**config.mk**
```make
export PLATFORM = sky130hd
export DESIGN_NAME = running_box_blur_row
export DESIGN_NICKNAME = d
export VERILOG_FILES = /design/src/hdl/rbb_pkg.sv /design/src/hdl/running_box_blur_row.sv /design/src/hdl/rbb_cell.sv /design/src/hdl/rbb_lane.sv
export SDC_FILE = /design/constraint.sdc
export NUM_CORES = 2
export LEC_CHECK = 0
export ABC_AREA = 1
export ABC_CLOCK_PERIOD_IN_PS = 33600
export BUFFER_PORTS_ARGS = -buffer_cell sky130_fd_sc_hd__buf_2
export CORE_ASPECT_RATIO = 0.8
export CORE_MARGIN = 1
export CORE_UTILIZATION = 40
export DETAILED_ROUTE_END_ITERATION = 10
export PLACE_DENSITY_LB_ADDON = 0.1
export RECOVER_POWER = 25
export SYNTH_ARGS = -nofsm -noshare
export SYNTH_HDL_FRONTEND = slang
export SYNTH_SLANG_ARGS = --single-unit
export TNS_END_PERCENT = 100
```
**constraint.sdc**
```tcl
create_clock -name clk -period 33.6 [get_ports clk]
set_input_delay 1.68 -clock clk [delete_from_list [all_inputs] [get_ports clk]]
set_output_delay 1.68 -clock clk [all_outputs]
set_load 0.005 [all_outputs]
```
**src/hdl/rbb_pkg.sv**
```systemverilog
// Shared constants, register codes and the lane control bundle for the
// horizontal box blur. No dependencies; every other file imports this package.
package rbb_pkg;

  localparam int MAX_RADIUS    = 16;
  localparam int MAX_ROW_WIDTH = 4096;
  localparam int STORE_DEPTH   = 2 * MAX_RADIUS + 1;

  localparam int CH_W     = 8;
  localparam int NUM_CH   = 4;
  localparam int PIX_W    = CH_W * NUM_CH;
  localparam int RAD_W    = $clog2(MAX_RADIUS + 1);
  localparam int WIN_W    = RAD_W + 1;
  localparam int IDX_W    = $clog2(STORE_DEPTH);
  localparam int COL_W    = 13;
  localparam int RADIUS_W = 6;
  localparam int RECIP_W  = 17;
  localparam int SUM_W    = 15;
  localparam int PROD_W   = SUM_W + RECIP_W;
  localparam int FRAC_W   = 16;

  localparam int CFG_ADDR_W = 2;
  localparam int CFG_DATA_W = 17;

  localparam logic [RADIUS_W-1:0] RADIUS_RST    = RADIUS_W'(1);
  localparam logic [COL_W-1:0]    ROW_WIDTH_RST = COL_W'(640);
  localparam logic [RECIP_W-1:0]  RECIP_RST     = RECIP_W'(21845);
  localparam logic [COL_W-1:0]    ROW_WIDTH_MAX = COL_W'(MAX_ROW_WIDTH);
  localparam logic [PROD_W:0]     ROUND_HALF    = (PROD_W + 1)'(1) << (FRAC_W - 1);

  typedef enum logic [CFG_ADDR_W-1:0] {
    REG_RADIUS    = 2'd0,
    REG_ROW_WIDTH = 2'd1,
    REG_RECIP     = 2'd2
  } cfg_reg_t;

  typedef struct packed {
    logic             step;
    logic             init;
    logic [WIN_W-1:0] win;
    logic             adv_p;
    logic             adv_o;
  } lane_ctl_t;

endpackage

```
**src/hdl/running_box_blur_row.sv**
```systemverilog
// Top level of the horizontal RGBA box blur: configuration registers, row
// control, the pixel delay line of rbb_cell stages and four rbb_lane channels.
//
// Usage: pixels of a row arrive on the slave side, red in the low byte of
// s_tdata. Each result is the window mean of 2*radius+1 pixels, with the row's
// first and last pixel standing in beyond its ends; m_tlast marks the last
// result of a row. The first radius pixels of a row give no result; the last
// pixel of a row gives radius+1 results.
// Throughput: one pixel per cycle inside a row, unless the master side stalls.
// After the last pixel of a row s_tready stays low for radius flush steps while
// the end-of-row results are made from the held last pixel; this flush sets the
// row-to-row gap. A result passes from the window sums through the sum stage,
// product stage and output register to the master side.
// A stalled master side fills the three stages, then s_tready drops; each
// stage still moves when the one after it is empty.
// Configuration is written through cfg_we/cfg_addr/cfg_data while no results
// are pending. Reset restores radius 1, row width 640, factor 21845, starts a
// new row and empties the pipeline.
module running_box_blur_row (
  input  logic                         clk,
  input  logic                         rst,
  input  logic                         s_tvalid,
  output logic                         s_tready,
  input  logic [rbb_pkg::PIX_W-1:0]    s_tdata,   // red_in, green_in, blue_in, alpha_in
  output logic                         m_tvalid,
  input  logic                         m_tready,
  output logic [rbb_pkg::PIX_W-1:0]    m_tdata,   // red_out, green_out, blue_out, alpha_out
  output logic                         m_tlast,
  input  logic                         cfg_we,
  input  logic [rbb_pkg::CFG_ADDR_W-1:0] cfg_addr,
  input  logic [rbb_pkg::CFG_DATA_W-1:0] cfg_data
);
  import rbb_pkg::*;

  logic [RADIUS_W-1:0] radius;
  logic [COL_W-1:0]    row_width;
  logic [RECIP_W-1:0]  recip;

  logic [RAD_W-1:0] r_eff;
  logic [WIN_W-1:0] win;
  logic [COL_W-1:0] w_eff;

  logic             flushing;
  logic [RAD_W-1:0] flush_s;
  logic [COL_W-1:0] fpos;
  logic [COL_W-1:0] col;
  logic [PIX_W-1:0] first_pix;
  logic [PIX_W-1:0] last_pix;

  logic svalid, seor, pvalid, peor, ovalid, oeor;
  logic adv_s, adv_p, adv_o;
  logic in_xfer, fl_step, step, init, emit, eor, last_col, use_first;

  logic [IDX_W-1:0] tap_idx;
  logic [PIX_W-1:0] cell_pix [STORE_DEPTH];
  logic [PIX_W-1:0] cell_tap [STORE_DEPTH];
  logic [PIX_W-1:0] tap_or;
  logic [PIX_W-1:0] enter_pix;
  logic [PIX_W-1:0] leave_pix;
  logic [PIX_W-1:0] result;

  lane_ctl_t ctl;

  always_ff @(posedge clk) begin
    if (rst) begin
      radius    <= RADIUS_RST;
      row_width <= ROW_WIDTH_RST;
      recip     <= RECIP_RST;
    end else if (cfg_we) begin
      unique case (cfg_reg_t'(cfg_addr))
        REG_RADIUS:    radius    <= cfg_data[RADIUS_W-1:0];
        REG_ROW_WIDTH: row_width <= cfg_data[COL_W-1:0];
        REG_RECIP:     recip     <= cfg_data[RECIP_W-1:0];
        default: ;
      endcase
    end
  end

  always_comb begin
    r_eff = (radius > RADIUS_W'(MAX_RADIUS)) ? RAD_W'(MAX_RADIUS) : radius[RAD_W-1:0];
    win   = {r_eff, 1'b1};
    if (row_width == '0) begin
      w_eff = COL_W'(1);
    end else if (row_width > ROW_WIDTH_MAX) begin
      w_eff = ROW_WIDTH_MAX;
    end else begin
      w_eff = row_width;
    end
  end

  assign adv_o    = !ovalid || m_tready;
  assign adv_p    = !pvalid || adv_o;
  assign adv_s    = !svalid || adv_p;
  assign s_tready = adv_s && !flushing;
  assign in_xfer  = s_tvalid && s_tready;
  assign fl_step  = flushing && adv_s;
  assign step     = in_xfer || fl_step;
  assign init     = in_xfer && (col == '0);
  assign last_col = col >= (w_eff - COL_W'(1));

  always_comb begin
    if (flushing) begin
      emit      = fpos >= COL_W'(r_eff);
      eor       = flush_s == r_eff;
      use_first = fpos < COL_W'(win);
      tap_idx   = IDX_W'(win - WIN_W'(flush_s));
      enter_pix = last_pix;
    end else begin
      emit      = col >= COL_W'(r_eff);
      eor       = last_col && (r_eff == '0);
      use_first = col < COL_W'(win);
      tap_idx   = IDX_W'(win - WIN_W'(1));
      enter_pix = s_tdata;
    end
  end

  for (genvar k = 0; k < STORE_DEPTH; k++) begin : g_cell
    rbb_cell u_cell (
      .clk    (clk),
      .shift  (in_xfer),
      .pix_in ((k == 0) ? s_tdata : cell_pix[(k == 0) ? 0 : k - 1]),
      .sel    (tap_idx == IDX_W'(k)),
      .pix    (cell_pix[k]),
      .tap    (cell_tap[k])
    );
  end

  always_comb begin
    tap_or = '0;
    for (int k = 0; k < STORE_DEPTH; k++) begin
      tap_or = tap_or | cell_tap[k];
    end
  end

  assign leave_pix = use_first ? first_pix : tap_or;

  always_ff @(posedge clk) begin
    if (rst) begin
      flushing <= 1'b0;
      flush_s  <= '0;
      fpos     <= '0;
      col      <= '0;
    end else if (in_xfer) begin
      if (last_col) begin
        col <= '0;
        if (r_eff != '0) begin
          flushing <= 1'b1;
          flush_s  <= RAD_W'(1);
          fpos     <= col + COL_W'(1);
        end
      end else begin
        col <= col + COL_W'(1);
      end
    end else if (fl_step) begin
      if (flush_s == r_eff) begin
        flushing <= 1'b0;
      end
      flush_s <= flush_s + RAD_W'(1);
      fpos    <= fpos + COL_W'(1);
    end
  end

  always_ff @(posedge clk) begin
    if (in_xfer) begin
      last_pix <= s_tdata;
      if (col == '0) begin
        first_pix <= s_tdata;
      end
    end
  end

  always_ff @(posedge clk) begin
    if (rst) begin
      svalid <= 1'b0;
      pvalid <= 1'b0;
      ovalid <= 1'b0;
    end else begin
      if (adv_s) begin
        svalid <= step && emit;
      end
      if (adv_p) begin
        pvalid <= svalid;
      end
      if (adv_o) begin
        ovalid <= pvalid;
      end
    end
  end

  always_ff @(posedge clk) begin
    if (step) begin
      seor <= eor;
    end
    if (adv_p) begin
      peor <= seor;
    end
    if (adv_o) begin
      oeor <= peor;
    end
  end

  assign ctl.step  = step;
  assign ctl.init  = init;
  assign ctl.win   = win;
  assign ctl.adv_p = adv_p;
  assign ctl.adv_o = adv_o;

  for (genvar c = 0; c < NUM_CH; c++) begin : g_lane
    rbb_lane u_lane (
      .clk    (clk),
      .rst    (rst),
      .ctl    (ctl),
      .enter  (enter_pix[c*CH_W +: CH_W]),
      .leave  (leave_pix[c*CH_W +: CH_W]),
      .recip  (recip),
      .result (result[c*CH_W +: CH_W])
    );
  end

  assign m_tvalid = ovalid;
  assign m_tdata  = result;
  assign m_tlast  = oeor;

  a_flush_start: assert property (@(posedge clk) disable iff (rst)
    (in_xfer && last_col && r_eff != '0) |=> flushing)
    else $error("flush did not start after the last pixel of a row");

  a_flush_range: assert property (@(posedge clk) disable iff (rst)
    flushing |-> (flush_s != '0 && flush_s <= r_eff))
    else $error("flush step count out of range");

  a_hold_sums: assert property (@(posedge clk) disable iff (rst)
    (svalid && !adv_p) |-> !step)
    else $error("window sums stepped while a result was held");

  a_last_emits: assert property (@(posedge clk) disable iff (rst)
    (step && eor) |=> svalid)
    else $error("end-of-row step produced no result");

endmodule

```
**src/hdl/rbb_cell.sv**
```systemverilog
// One stage of the pixel delay line: holds a packed pixel, hands it to the
// next stage on every input transfer, and drives it onto the tap bus when selected.
module rbb_cell (
  input  logic                      clk,
  input  logic                      shift,
  input  logic [rbb_pkg::PIX_W-1:0] pix_in,
  input  logic                      sel,
  output logic [rbb_pkg::PIX_W-1:0] pix,
  output logic [rbb_pkg::PIX_W-1:0] tap
);
  import rbb_pkg::*;

  always_ff @(posedge clk) begin
    if (shift) begin
      pix <= pix_in;
    end
  end

  assign tap = sel ? pix : '0;

endmodule

```
**src/hdl/rbb_lane.sv**
```systemverilog
// One color channel: running window sum, Q16 scaling and rounding with
// saturation, over the sum, product and output stages. Uses rbb_pkg.
module rbb_lane (
  input  logic                        clk,
  input  logic                        rst,
  input  rbb_pkg::lane_ctl_t          ctl,
  input  logic [rbb_pkg::CH_W-1:0]    enter,
  input  logic [rbb_pkg::CH_W-1:0]    leave,
  input  logic [rbb_pkg::RECIP_W-1:0] recip,
  output logic [rbb_pkg::CH_W-1:0]    result
);
  import rbb_pkg::*;

  logic [SUM_W-1:0]    sum;
  logic [SUM_W-1:0]    sum_next;
  logic [PROD_W-1:0]   prod;
  logic [PROD_W:0]     rounded;
  logic [PROD_W-FRAC_W:0] scaled;

  always_comb begin
    if (ctl.init) begin
      sum_next = SUM_W'(SUM_W'(ctl.win) * SUM_W'(enter));
    end else begin
      sum_next = SUM_W'(sum + SUM_W'(enter) - SUM_W'(leave));
    end
  end

  assign rounded = {1'b0, prod} + ROUND_HALF;
  assign scaled  = rounded[PROD_W:FRAC_W];

  always_ff @(posedge clk) begin
    if (rst) begin
      sum <= '0;
    end else if (ctl.step) begin
      sum <= sum_next;
    end
  end

  always_ff @(posedge clk) begin
    if (ctl.adv_p) begin
      prod <= PROD_W'(sum) * PROD_W'(recip);
    end
    if (ctl.adv_o) begin
      result <= (scaled > (PROD_W - FRAC_W + 1)'(255)) ? '1 : scaled[CH_W-1:0];
    end
  end

endmodule
```
# Word-level counts from Yosys, hierarchy flattened
# Index checks and enable logic that the tools add are counted.
# classes
addsub,18
n_mul,8
n_mux,60
bitwise,32
n_lt_le_gt_ge,11
n_reduce_logical,28
eq_ne,37
# op_table
operator,n
$mux W32,35
$or A32 B32 Y32,32
$add A32 B16 Y33 const B,4
$mul A15 B17 Y32,4
$eq A6 B5 Y1 const B,16
$mux W13,7
$gt A17 B8 Y1 const B,4
$add A15 B8 Y15,4
$mux W15,4
$sub A15 B8 Y15,4
$mul A6 B8 Y14,4
$eq A6 B4 Y1 const B,8
$add A13 B1 Y13 const B,2
$ge A13 B5 Y1,2
$logic_not A13 Y1,2
$lt A13 B6 Y1,2
$mux W5,5
$eq A6 B3 Y1 const B,4
$ge A13 B13 Y1,1
$gt A13 B13 Y1 const B,1
$sub A13 B1 Y13 const B,1
$eq A6 B2 Y1 const B,2
$mux W1,8
$reduce_and A2 Y1,4
21 further kinds,34
# word_totals
inputBits,56
wordCells,253
ff_bits,1382
out_inout_bits,35

# Logic depth before layout (Yosys ltp)
# logic_depth
word_depth,41
ltp_mapped,40
ltp_nobuf,36

# Hierarchy
# A second synthesis with hierarchy kept.
# hier_totals
hier_cells,12387
area_unflattened_um2,104637.9
# modules_own_cells
mod,cells_each,area_each_um2,seq_area_each_um2,instances
rbb_cell,99,1234.9,960.9,33
rbb_lane at g_lane[0].u_lane,1912,13436.6,1051.0,1
rbb_lane at g_lane[3].u_lane,1910,13416.6,1051.0,1
rbb_lane at g_lane[1].u_lane,1881,13321.5,1051.0,1
rbb_lane at g_lane[2].u_lane,1893,13319.0,1051.0,1
running_box_blur_row,1524,10391.2,3433.3,1

# Worst setup path before layout
# OpenSTA, ideal clock, no wires.
# synth_timing
path_type,input port to flip-flop
startpoint,in m_tready
endpoint,reg fpos[11]
path_stages,9
n_path_buf,1
t_arrival_ns,33.051
setup_time_ns,0.167
path_slack_ns,0.382
required_time_ns,33.433
path_cell_list,inv_1 nand4_1 nand2_1 inv_2 nand2_2 inv_2 clkbuf_1 nand2_1 a31oi_1
# synth_between
elab_chain_len,7
elab_cells_between_ends,11
cone_classes,eq/ne: 2; mux: 1; reduce/logical: 8
# synth_lines
element,line,rtl
"start, declared",running_box_blur_row.sv:26,"input logic m_tready,"
$logic_or A1 B1 Y1 *,running_box_blur_row.sv:91,assign adv_o = !ovalid || m_tready;
$logic_or A1 B1 Y1 *,running_box_blur_row.sv:92,assign adv_p = !pvalid || adv_o;
$logic_or A1 B1 Y1 *,running_box_blur_row.sv:93,assign adv_s = !svalid || adv_p;
$logic_and A1 B1 Y1 *,running_box_blur_row.sv:94,assign s_tready = adv_s && !flushing;
net s_tready,running_box_blur_row.sv:23,"output logic s_tready,"
$logic_and A1 B1 Y1 *,running_box_blur_row.sv:95,assign in_xfer = s_tvalid && s_tready;
net g_cell[0].u_cell.shift,rbb_cell.sv:5,"input logic shift,"
$ne A2 B1 Y1 (no line) / $reduce_bool A2 Y1 (equally long branches),n/a,
$reduce_and A3 Y1 (no line),n/a,
"end signal, assigned",running_box_blur_row.sv:149,fpos <= col + COL_W'(1);
"end signal, assigned",running_box_blur_row.sv:159,fpos <= fpos + COL_W'(1);
"end, declared",running_box_blur_row.sv:45,logic [COL_W-1:0] fpos;
# Mark *: on every way through the listed nets, which the timed path passes. The rest lies on a longest branch.
# A chain may end at the register's enable or synchronous reset.

# Final worst setup path
# layout_timing
startpoint,reg radius[5]
endpoint,reg g_lane[1].u_lane.sum[14]
# layout_between
elab_chain_len,41
elab_cells_between_ends,109
cone_classes,add/sub: 3; order compare: 3; eq/ne: 32; mux: 38; bitwise: 32; reduce/logical: 1
# layout_lines
element,line,rtl
"start, declared",running_box_blur_row.sv:35,logic [RADIUS_W-1:0] radius;
"start signal, assigned",running_box_blur_row.sv:71,REG_RADIUS: radius <= cfg_data[RADIUS_W-1:0];
$gt A6 B5 Y1 *,running_box_blur_row.sv:80,r_eff = (radius > RADIUS_W'(MAX_RADIUS)) ? RAD_W'(MAX_RADIUS) : radius[RAD_W-1:0];
$mux W5 *,running_box_blur_row.sv:80,
$sub A6 B1 Y6 / $sub A6 B5 Y6 (equally long branches),"running_box_blur_row.sv:112, running_box_blur_row.sv:106",
$mux W6,running_box_blur_row.sv:102,if (flushing) begin
$eq A6 B1 Y1 / $logic_not A6 Y1 (equally long branches),running_box_blur_row.sv:122,".sel (tap_idx == IDX_W'(k)),"
$mux W32,rbb_cell.sv:19,assign tap = sel ? pix : '0;
$or A32 B32 Y32 (32 in series),running_box_blur_row.sv:131,tap_or = tap_or | cell_tap[k];
$mux W32 *,running_box_blur_row.sv:135,assign leave_pix = use_first ? first_pix : tap_or;
$sub A15 B8 Y15 *,rbb_lane.sv:24,sum_next = SUM_W'(sum + SUM_W'(enter) - SUM_W'(leave));
$mux W15 *,rbb_lane.sv:21,if (ctl.init) begin
"end signal, assigned",rbb_lane.sv:35,sum <= sum_next;
"end, declared",rbb_lane.sv:14,logic [SUM_W-1:0] sum;
# Mark *: on every way between the ends. The rest lies on a longest branch, timed or not.

==> reports/results.ini <==
[outcome]
outcome=complete, no violations

[critical_path]
crit_path_end_kind=flop
timing.rr.start=radius[5]
worst_ep_arrival_time_ns=9.91
reg2reg_depth=37
cp_common_cell=nand2_1
slowest_delay_ns=0.84
crit_fanout=108
worstPathRequired_ns=34.34
r2r_end=g_lane[1].u_lane.sum[14]
crit_type=reg2reg
crit_path_start_kind=flop
r2r_slack_ns=24.43
slowest_stage=inv_2

[cts]
clk_pin_slew_ns=0.06
cts_max_level=4
cts_hold_buf=0
clkLatencyLatePin_ns=0.84
cts_buffers=153
cts_resized=0
clockBufferDepth=4
cts_setup_buffers=0
cts_sinks=1322
root_buffer=clkbuf_16
cts_tree=yes

[place]
port_buffers=90
dp_hpwl_um=211400
pre_cts_ws_ns=24.59
globalplace.congestion=0.8963

[global_routing]
antenna_found_initial=24
grt_pass1_wl_um=459300
grt-ovfl-total=0
grt_max_degree=175
grt_use_total_pct=25.36
grt_pass1_vias=72546

[synth]
synth_warnings=0
avgSynthCellArea_um2=9.290
synth_top_area_cell=edfxtp_1
synth_commonest_cells=nand2_1 (2662), inv_1 (1730), edfxtp_1 (1191)
synth_top_area_share_pct=37.40
ys_seq_elements=1322
postSynthCellCount=10294
synth_area_leaders=edfxtp_1 (37%), fa_1 (19%), nand2_1 (10%)
yosysMostFrequentCell=nand2_1
ys_async_sr_fraction_pct=0
synth-edff-count=1191
synth_ff_type=edfxtp_1
synthDistinctLibCells=54
seq_area_frac_synth_pct=40.14
synth_area_mm2=0.09563
synth_nets=11817

[sta]
max-slew-margin-rel_pct=8.884
final-hold-violation-count=0
setup_tns_ns=0
fin_crit_sh_pct=27.30
worst_slack_ns=24.43
rsz0062_at_grt=no
skew_ns=0.07674
finalCriticalPeriod_ns=9.174
setup_viol=0
tightest_slew_ns=1.352
fmax_mhz=109.0
slew_violations=0

[floorplan]
start_util_pct=40.24
std_cell_rows=160
core_mm2=0.2376
num_io_pins=91
die_area_mm2=0.2410
die_w_um=548.7
die_height_um=439.3

[final_layout]
area_growth_syn_to_layout_pct=8.678
nets=11736
nFillCells=23095
drive_above_1_share_pct=5.576

[min_path]
min_to=g_cell[2].u_cell.pix[5]
hold_path.class=reg2reg
worstHoldStart=g_cell[1].u_cell.pix[5]
min_path_cells=0

[route]
viasPerCell=5.307
ant_nets=0
drt_wl_total_um=302900
drt_iter0_drc=7604
dr.pass1.iters=5
drc=0
wire_per_inst_um=22.48
vias=71507

[pwr]
powerDensity_mw_per_mm2=103.8
p_leak_nw=47.95
peakVddDrop_v=0.00009571

[flow_run]
maxCapViolCount=0

[state kept, by name, summed over array words and instances, names as in the netlist, 6 cells and up]
| signal | count |
|---|---|
| fpos | 13 |
| g_lane.u_lane.result | 32 |
| g_lane.u_lane.sum | 60 |
| row_width | 13 |
| g_lane.u_lane.prod | 68 |
| last_pix | 32 |
| recip | 17 |
| first_pix | 32 |
| radius | 6 |
| col | 13 |
| g_cell.u_cell.pix | 1024 |
[logic make-up (layout without fill, tap and decap cells)]
group | count (synthesis) | count (layout) | share of synthesized area (%)
AOI/OAI and AO/OA | 939 | 939 | 5.405
xor gates and xnor gates | 136 | 136 | 1.246
adders and majority gates | 1467 | 1467 | 26.27
buffers and inverters | 2205 | 2223 | 8.815
DFF | 1322 | 1322 | 40.14
other | 0 | 4 | 0
and+or+nand+nor | 4225 | 4225 | 18.12
[area by class of cell]
type	instances	area [µm²]	area share, %
antenna	4	10.01	0.009632
clock buffer	186	4016	3.865
clock inverter	68	629.4	0.6056
inverter	1759	6611	6.362
multi-input combinational	6767	48920	47.07
sequential	1322	38410	36.96
tap	3159	3953	3.803
timing repair buffer	210	1376	1.324
[power by group]
part,internal [mW],leakage (nW),switching [mW]
combinational,2.48,33.1,4.20
sequential,2.19,12.6,0.289
clock,0.925,2.26,0.702
[cells in the final DEF (no fill, tap or decap), types with 22 or more instances in the layout]
master        n
xnor2_1      44
a31oi_1      38
clkbuf_16   156
o21bai_1     22
or2_2        84
nand3_1     640
buf_2        90
inv_2        26
nand4_1      91
ha_1        566
inv_1      1727
dfxtp_1     113
fa_1        901
nor3_1       57
nand2_1    2661
o211ai_1     46
a21oi_1     344
o21ai_0     405
edfxtp_1   1191
buf_4       118
clkinv_1     31
nor2_1      629
xor2_1       92
clkbuf_1     30
[worst max path at each step]
stage                         start                        to  slack (ns)  cells past startpoint
after floorplan            m_tready                  fpos[11]        0.38                      9
after global placement    radius[5]  g_lane[1].u_lane.sum[14]       24.75                     37
after detailed placement  radius[5]  g_lane[1].u_lane.sum[14]       24.59                     37
after CTS                 radius[5]  g_lane[1].u_lane.sum[14]       24.55                     37
after global routing      radius[5]  g_lane[1].u_lane.sum[14]       23.86                     37
final                     radius[5]  g_lane[1].u_lane.sum[14]       24.43                     37
[critical path, delay by kind of cell (launching register included)]
kind                       cells  cell delay [ns]
and+or+nand+nor               19             3.10
buffers and inverters          8             2.58
adders and majority gates      4             1.56
AOI/OAI and AO/OA              6             1.33
DFF                            1             0.36
[per-stage QoR]
stage | total power, mW | cell area [µm²] | utilization, % | cells | hold slack (ns)
global placement | 9.206 | 99270 | 41.78 | 13217 | 0.4115
floorplan | 7.376 | 95630 | - | 10294 | 0.4003
global route | 11.93 | 103900 | 43.73 | 13473 | 0.4139
CTS | 10.91 | 103900 | 43.73 | 13471 | 0.3906
finish | 10.79 | 103900 | 43.73 | 13475 | 0.3877
detailed placement | 9.183 | 99270 | 41.78 | 13217 | 0.4084
[routing by layer]
metal,wire length (µm),global-route usage (%),share of wire (%)
met5,13,0,0.0043
met4,8228,6.670,2.7
met3,26440,4.647,8.7
met2,127400,37.54,42
met1,140800,37.95,46
(Power assumes the default switching activity.)
